### src/rtl/lpd_pkg.sv
package lpd_pkg;

  localparam int unsigned N           = 4;
  localparam int unsigned Q           = 97;
  localparam int unsigned HALF        = Q / 2;
  localparam int unsigned QUARTER     = Q / 4;
  localparam int unsigned COEF_W      = 7;
  localparam int unsigned PROD_W      = 2 * COEF_W;
  localparam int unsigned ACC_W       = 17;
  localparam int unsigned QUOT_W      = 10;
  localparam int unsigned RECIP_SHIFT = 24;
  localparam int unsigned RECIP       = (1 << RECIP_SHIFT) / Q;
  localparam int unsigned RECIP_W     = 18;
  localparam int unsigned MUL_W       = ACC_W + RECIP_W;
  localparam int unsigned ACC_OFFSET  = N * Q * Q;
  localparam int unsigned REM_W       = 8;

  typedef logic [COEF_W-1:0]  coef_t;
  typedef coef_t [N-1:0]      coef_vec_t;
  typedef logic [PROD_W-1:0]  prod_t;
  typedef logic [ACC_W-1:0]   acc_t;
  typedef logic [QUOT_W-1:0]  quot_t;

  typedef struct packed {
    logic en_prod;
    logic en_sum;
    logic en_quot;
  } lane_ctl_t;

  function automatic coef_t reduce_coef(input coef_t c);
    coef_t r;
    r = (c >= coef_t'(Q)) ? coef_t'(c - coef_t'(Q)) : c;
    return r;
  endfunction

endpackage

### src/rtl/lpd_lane.sv
module lpd_lane (
  input  logic                clk_i,
  input  lpd_pkg::lane_ctl_t  ctl_i,
  input  lpd_pkg::coef_vec_t  s_i,
  input  lpd_pkg::coef_vec_t  u_i,
  input  lpd_pkg::coef_t      v_i,
  input  logic [lpd_pkg::N-1:0] neg_i,
  output logic                bit_o
);
  import lpd_pkg::*;

  prod_t [N-1:0] prod_q;
  coef_t         v_q;
  acc_t          sum_d, sum_q;
  acc_t          x_q;
  quot_t         quot_q;
  logic [MUL_W-1:0] mul;
  logic [ACC_W-1:0] qmul;
  logic [ACC_W-1:0] rem_full;
  logic [REM_W-1:0] rem;
  coef_t         p;

  always_ff @(posedge clk_i) begin
    if (ctl_i.en_prod) begin
      for (int i = 0; i < N; i++) begin
        prod_q[i] <= prod_t'(s_i[i]) * prod_t'(u_i[i]);
      end
      v_q <= v_i;
    end
  end

  // offset keeps the signed sum nonnegative; it is a multiple of Q
  always_comb begin
    sum_d = acc_t'(ACC_OFFSET) + acc_t'(v_q);
    for (int i = 0; i < N; i++) begin
      if (neg_i[i]) sum_d = sum_d + acc_t'(prod_q[i]);
      else          sum_d = sum_d - acc_t'(prod_q[i]);
    end
  end

  always_ff @(posedge clk_i) begin
    if (ctl_i.en_sum) begin
      sum_q <= sum_d;
    end
  end

  assign mul = MUL_W'(sum_q) * MUL_W'(RECIP);

  always_ff @(posedge clk_i) begin
    if (ctl_i.en_quot) begin
      quot_q <= mul[RECIP_SHIFT +: QUOT_W];
      x_q    <= sum_q;
    end
  end

  // quotient estimate is low by at most one
  always_comb begin
    qmul     = ACC_W'(quot_q) * ACC_W'(Q);
    rem_full = x_q - qmul;
    rem      = rem_full[REM_W-1:0];
    if (rem >= REM_W'(Q)) rem = rem - REM_W'(Q);
    p = rem[COEF_W-1:0];
    if (p > coef_t'(HALF)) bit_o = (coef_t'(Q) - p) > coef_t'(QUARTER);
    else                   bit_o = p > coef_t'(QUARTER);
  end

endmodule

### src/rtl/lpd_merge.sv
module lpd_merge (
  input  logic                  clk_i,
  input  logic                  rst_ni,
  input  logic                  valid_i,
  output logic                  ready_o,
  input  logic [lpd_pkg::N-1:0] bits_i,
  output logic                  out_valid_o,
  input  logic                  out_ready_i,
  output logic [lpd_pkg::N-1:0] plaintext_o
);
  import lpd_pkg::*;

  logic         valid_q;
  logic [N-1:0] plain_q;

  assign ready_o     = !valid_q || out_ready_i;
  assign out_valid_o = valid_q;
  assign plaintext_o = plain_q;

  always_ff @(posedge clk_i or negedge rst_ni) begin
    if (!rst_ni) begin
      valid_q <= 1'b0;
    end else if (ready_o) begin
      valid_q <= valid_i;
    end
  end

  always_ff @(posedge clk_i) begin
    if (ready_o && valid_i) begin
      plain_q <= bits_i;
    end
  end

endmodule

### src/rtl/lattice_poly_decrypt_q97_n4_core.sv
// Channel  Direction  Signals
// in       input      in_valid_i / in_ready_o, s_coef0..3_i, u_coef0..3_i, v_coef0..3_i
// out      output     out_valid_o / out_ready_i, plaintext_o
//
// One item per cycle while the output does not stall.
// Stages: input reduction, lane products, signed sum, reciprocal multiply,
// remainder and threshold into the output register.
// Reset clears the stage valid bits only.
// Each stage holds only while full and the one after it holds.
module lattice_poly_decrypt_q97_n4_core (
  input  logic                clk_i,
  input  logic                rst_ni,
  input  logic                in_valid_i,
  output logic                in_ready_o,
  input  logic [6:0]          s_coef0_i,
  input  logic [6:0]          s_coef1_i,
  input  logic [6:0]          s_coef2_i,
  input  logic [6:0]          s_coef3_i,
  input  logic [6:0]          u_coef0_i,
  input  logic [6:0]          u_coef1_i,
  input  logic [6:0]          u_coef2_i,
  input  logic [6:0]          u_coef3_i,
  input  logic [6:0]          v_coef0_i,
  input  logic [6:0]          v_coef1_i,
  input  logic [6:0]          v_coef2_i,
  input  logic [6:0]          v_coef3_i,
  output logic                out_valid_o,
  input  logic                out_ready_i,
  output logic [3:0]          plaintext_o
);
  import lpd_pkg::*;

  coef_vec_t    s_q, u_q, v_q;
  logic [3:0]   valid_q;
  logic [3:0]   en;
  logic         merge_ready;
  lane_ctl_t    ctl;
  logic [N-1:0] bits;

  assign en[3] = !valid_q[3] || merge_ready;
  assign en[2] = !valid_q[2] || en[3];
  assign en[1] = !valid_q[1] || en[2];
  assign en[0] = !valid_q[0] || en[1];
  assign in_ready_o = en[0];

  assign ctl.en_prod = en[1];
  assign ctl.en_sum  = en[2];
  assign ctl.en_quot = en[3];

  always_ff @(posedge clk_i or negedge rst_ni) begin
    if (!rst_ni) begin
      valid_q <= '0;
    end else begin
      if (en[0]) valid_q[0] <= in_valid_i;
      if (en[1]) valid_q[1] <= valid_q[0];
      if (en[2]) valid_q[2] <= valid_q[1];
      if (en[3]) valid_q[3] <= valid_q[2];
    end
  end

  always_ff @(posedge clk_i) begin
    if (en[0] && in_valid_i) begin
      s_q[0] <= reduce_coef(s_coef0_i);
      s_q[1] <= reduce_coef(s_coef1_i);
      s_q[2] <= reduce_coef(s_coef2_i);
      s_q[3] <= reduce_coef(s_coef3_i);
      u_q[0] <= reduce_coef(u_coef0_i);
      u_q[1] <= reduce_coef(u_coef1_i);
      u_q[2] <= reduce_coef(u_coef2_i);
      u_q[3] <= reduce_coef(u_coef3_i);
      v_q[0] <= reduce_coef(v_coef0_i);
      v_q[1] <= reduce_coef(v_coef1_i);
      v_q[2] <= reduce_coef(v_coef2_i);
      v_q[3] <= reduce_coef(v_coef3_i);
    end
  end

  // lane k pairs s[i] with u[(k-i) mod N]; wrapped terms enter negated
  for (genvar k = 0; k < N; k++) begin : g_lane
    coef_vec_t    u_rot;
    logic [N-1:0] neg;
    for (genvar i = 0; i < N; i++) begin : g_pair
      assign u_rot[i] = u_q[(k - i + N) % N];
      assign neg[i]   = (i > k);
    end
    lpd_lane u_lane (
      .clk_i (clk_i),
      .ctl_i (ctl),
      .s_i   (s_q),
      .u_i   (u_rot),
      .v_i   (v_q[k]),
      .neg_i (neg),
      .bit_o (bits[k])
    );
  end

  lpd_merge u_merge (
    .clk_i       (clk_i),
    .rst_ni      (rst_ni),
    .valid_i     (valid_q[3]),
    .ready_o     (merge_ready),
    .bits_i      (bits),
    .out_valid_o (out_valid_o),
    .out_ready_i (out_ready_i),
    .plaintext_o (plaintext_o)
  );

endmodule

### config.mk
export PLATFORM = sky130hd
export DESIGN_NAME = lattice_poly_decrypt_q97_n4_core
export DESIGN_NICKNAME = d
export VERILOG_FILES = /design/src/rtl/lpd_pkg.sv /design/src/rtl/lpd_lane.sv /design/src/rtl/lpd_merge.sv /design/src/rtl/lattice_poly_decrypt_q97_n4_core.sv
export SDC_FILE = /design/constraint.sdc
export NUM_CORES = 2
export LEC_CHECK = 0
export ABC_CLOCK_PERIOD_IN_PS = 14500
export BUFFER_PORTS_ARGS = -buffer_cell sky130_fd_sc_hd__clkbuf_2
export CORE_ASPECT_RATIO = 0.8
export CORE_MARGIN = 2
export CORE_UTILIZATION = 50
export DETAILED_ROUTE_END_ITERATION = 16
export MAX_ROUTING_LAYER = met4
export PLACE_DENSITY = 0.68
export SYNTH_ARGS = -nofsm -noshare
export SYNTH_HDL_FRONTEND = slang
export SYNTH_SLANG_ARGS = --single-unit
### constraint.sdc
create_clock -name clk_i -period 14.5 [get_ports clk_i]
set_input_delay 2.9 -clock clk_i [delete_from_list [all_inputs] [get_ports clk_i]]
set_output_delay 2.9 -clock clk_i [all_outputs]
set_load 0.005 [all_outputs]
==> out/results.txt <==
commonest non-fill, non-tap cell in the layout - inv_1
All-Layer GR Usage - 22.49%
synth-to-layout area growth - 6.608%
core area - 129200 um2
largest family of logic cells by synthesized area - adder cells
setup ws final - 7.303 ns
Storage cell area - 14300 um2
Synth async-reset ratio - 1.048%
Post-Place Worst Slack - 7.271 ns
critical-path cell list - clkbuf_2 > nor2b_1 > nand4_1 > buf_4 > inv_1 > nand2_1 > clkbuf_2
most frequent cells in the layout - inv_1 (1604), ha_1 (1111), fa_1 (792)
Clk pin slew, worst setup/hold paths - 0.07 ns
maxcap violations - 0
share of cells above drive strength 1 - 4.352%
drt pass-1 iters - 5
Post-Synth XOR/XNOR Area - 5.076%
max-slew violations - 0
data required time of the worst path - 11.60 ns
Final Hold Fails - 0
gpl congestion - 0.8706
DRT iter0 DRCs - 2703
mux cell area share after synthesis - 0.1388%
Die Span X - 406.9 um
vias per std cell - 5.164
Finish-stage setup viols - 0
area occupied by multi-input gates - 43990 um2
CP Class - primary input to primary output
WL final - 139.2 mm
mapped cell area - 64930 um2
Clock Tree Buf Depth - 3
critical-path maximum fanout - 63
YS warnings - 0
Placed Cells - 8257
Die Ht - 326.3 um
status - completed
vias in the first global route - 44620
simple-gate share of the synthesized area - 11.16%
achievable frequency - 138.9 MHz
Layout fillers - 11400
final cell count without fillers - 8360
Top Ports - 94
crit path max-delay cell type - nor2b_1
antenna violations before repair - 7
routed len/inst - 16.65 um
Setup Fix Bufs, Post-CTS - 0
Remaining DRCs - 0
final worst path period share - 49.63%
Slew headroom - 24.34%
cell count after synthesis - 6531
setup TNS - 0 ns
clock latency on the worst-skew pair - 0.65 ns
unrepaired setup endpoints after global routing - no
row count - 118
CTS tree - yes
Post-DRT Antenna Nets - 0
Final HPWL DP - 106.8 mm
Overflow after GRT - 0
htree depth - 2
Fin Clk Skew - 0.02414 ns
syn nets - 8522
sequential share of the synthesized area - 22.02%
port buffer count - 93
largest net degree at the start of global routing - 70
Post-synth top flop - edfxtp_1
CP arrival - 4.30 ns
synth unique cells - 86
CP dominant cell by count - clkbuf_2
complex-gate fraction of the synthesized area - 5.521%
adder-cell share of the synthesized area - 45.83%
Final #Nets - 8565
die area - 132800 um2
PostCTS Resize Cnt - 0
first-pass GRT wire length - 232.1 mm
CTS Sinks - 477
initial core utilization - 50.26%
Synth Register Bits - 477
TritonCTS buffer count - 55
number of synthesized flops with an enable pin - 472
fin crit period - 7.197 ns
HP Class - flop to flop
Tightest Pin Transition - 1.135 ns
synthesized area per cell - 9.941 um2
total number of vias - 43170
Crit. End Element - primary output
Max stage delay on crit path - 0.43 ns
CTS root buffer - clkbuf_16
startpoint type of the worst setup path - primary input
hold_buf cts - 0
==> kinds of logic after synthesis <==
kind of cell / count (synthesis)
compound gates: 541
mux: 9
flops: 477
buf+inv: 1773
simple gates: 1459
fa+ha+maj: 1903
xor+xnor: 369
==> cell type report <==
cell class | instances | share of cell area [%]
multi-input cells | 4281 | 63.56
flip-flops and latches | 477 | 20.66
inverters | 1605 | 8.704
well taps | 1740 | 3.145
clock buffers | 64 | 2.099
repair buffers | 154 | 1.334
clock inverters | 37 | 0.4917
diodes | 2 | 0.007231
==> flip-flops by register name (all words and copies together) (netlist names) <==
register	count
g_lane.u_lane.prod_q	224
g_lane.u_lane.quot_q	32
g_lane.u_lane.sum_q	68
g_lane.u_lane.v_q	28
g_lane.u_lane.x_q	32
g_lane.u_rot	28
s_q	28
u_merge.out_valid_o	1
u_merge.plaintext_o	4
v_q	28
valid_q	4
==> per-stage QoR <==
| step | hold WS (ns) | instance area, um2 | util [%] |
|---|---|---|---|
| final | 0.4154 | 69220 | 53.58 |
| after floorplan | 0.4003 | 64930 | - |
| after global routing | 0.4246 | 69210 | 53.57 |
| after detailed placement | 0.4052 | 67420 | 52.19 |
| after global placement | 0.4041 | 67420 | 52.19 |
| after CTS | 0.4140 | 69210 | 53.57 |
==> worst max-delay path, delay by kind of cell <==
kind	cells	cell delay [ns]
and+or+nand+nor	3	0.67
buffers and inverters	4	0.72
==> metal layers <==
layer,up-vias,track usage (%),wire length [um]
li1,20770,-,-
met1,21120,33.03,67650
met2,1136,33.74,59970
met3,150,2.898,9195
met4,0,3.913,2382
met5,-,-,0
==> final timing paths <==
check | start | endpoint | slack (ns) | depth (start not counted)
min in group asynchronous | rst_ni | valid_q[1]$_DFFE_PN0P_ | 2.08 | 1
min | v_q[21]$_DFFE_PP_ | g_lane[3].u_lane.v_q[0]$_DFFE_PP_ | 0.42 | 0
max reg2reg | g_lane[3].u_lane.sum_q[3]$_DFFE_PP_ | g_lane[3].u_lane.quot_q[7]$_DFFE_PP_ | 9.04 | 18
min reg2reg | v_q[21]$_DFFE_PP_ | g_lane[3].u_lane.v_q[0]$_DFFE_PP_ | 0.42 | 0
max | out_ready_i | in_ready_o | 7.30 | 7
max in group asynchronous | rst_ni | valid_q[3]$_DFFE_PN0P_ | 12.28 | 1
==> synth_stat cells, drive strengths merged, types with 60 or more instances <==
cell type,instances,share of area [%]
nor2,129,0.75
clkbuf,168,0.97
nor3,112,0.86
xor2,78,1.1
a21o,60,0.69
inv,1605,9.3
nand2,604,3.5
xnor2,291,4.0
and2,346,3.3
ha,1111,21
edfxtp,472,22
fa,792,24
o21ai,75,0.58
a21oi,181,1.4
Power is left out: the tool's default activity adds up to more than one toggle a clock period on the data nets, which glitch-free logic cannot reach.
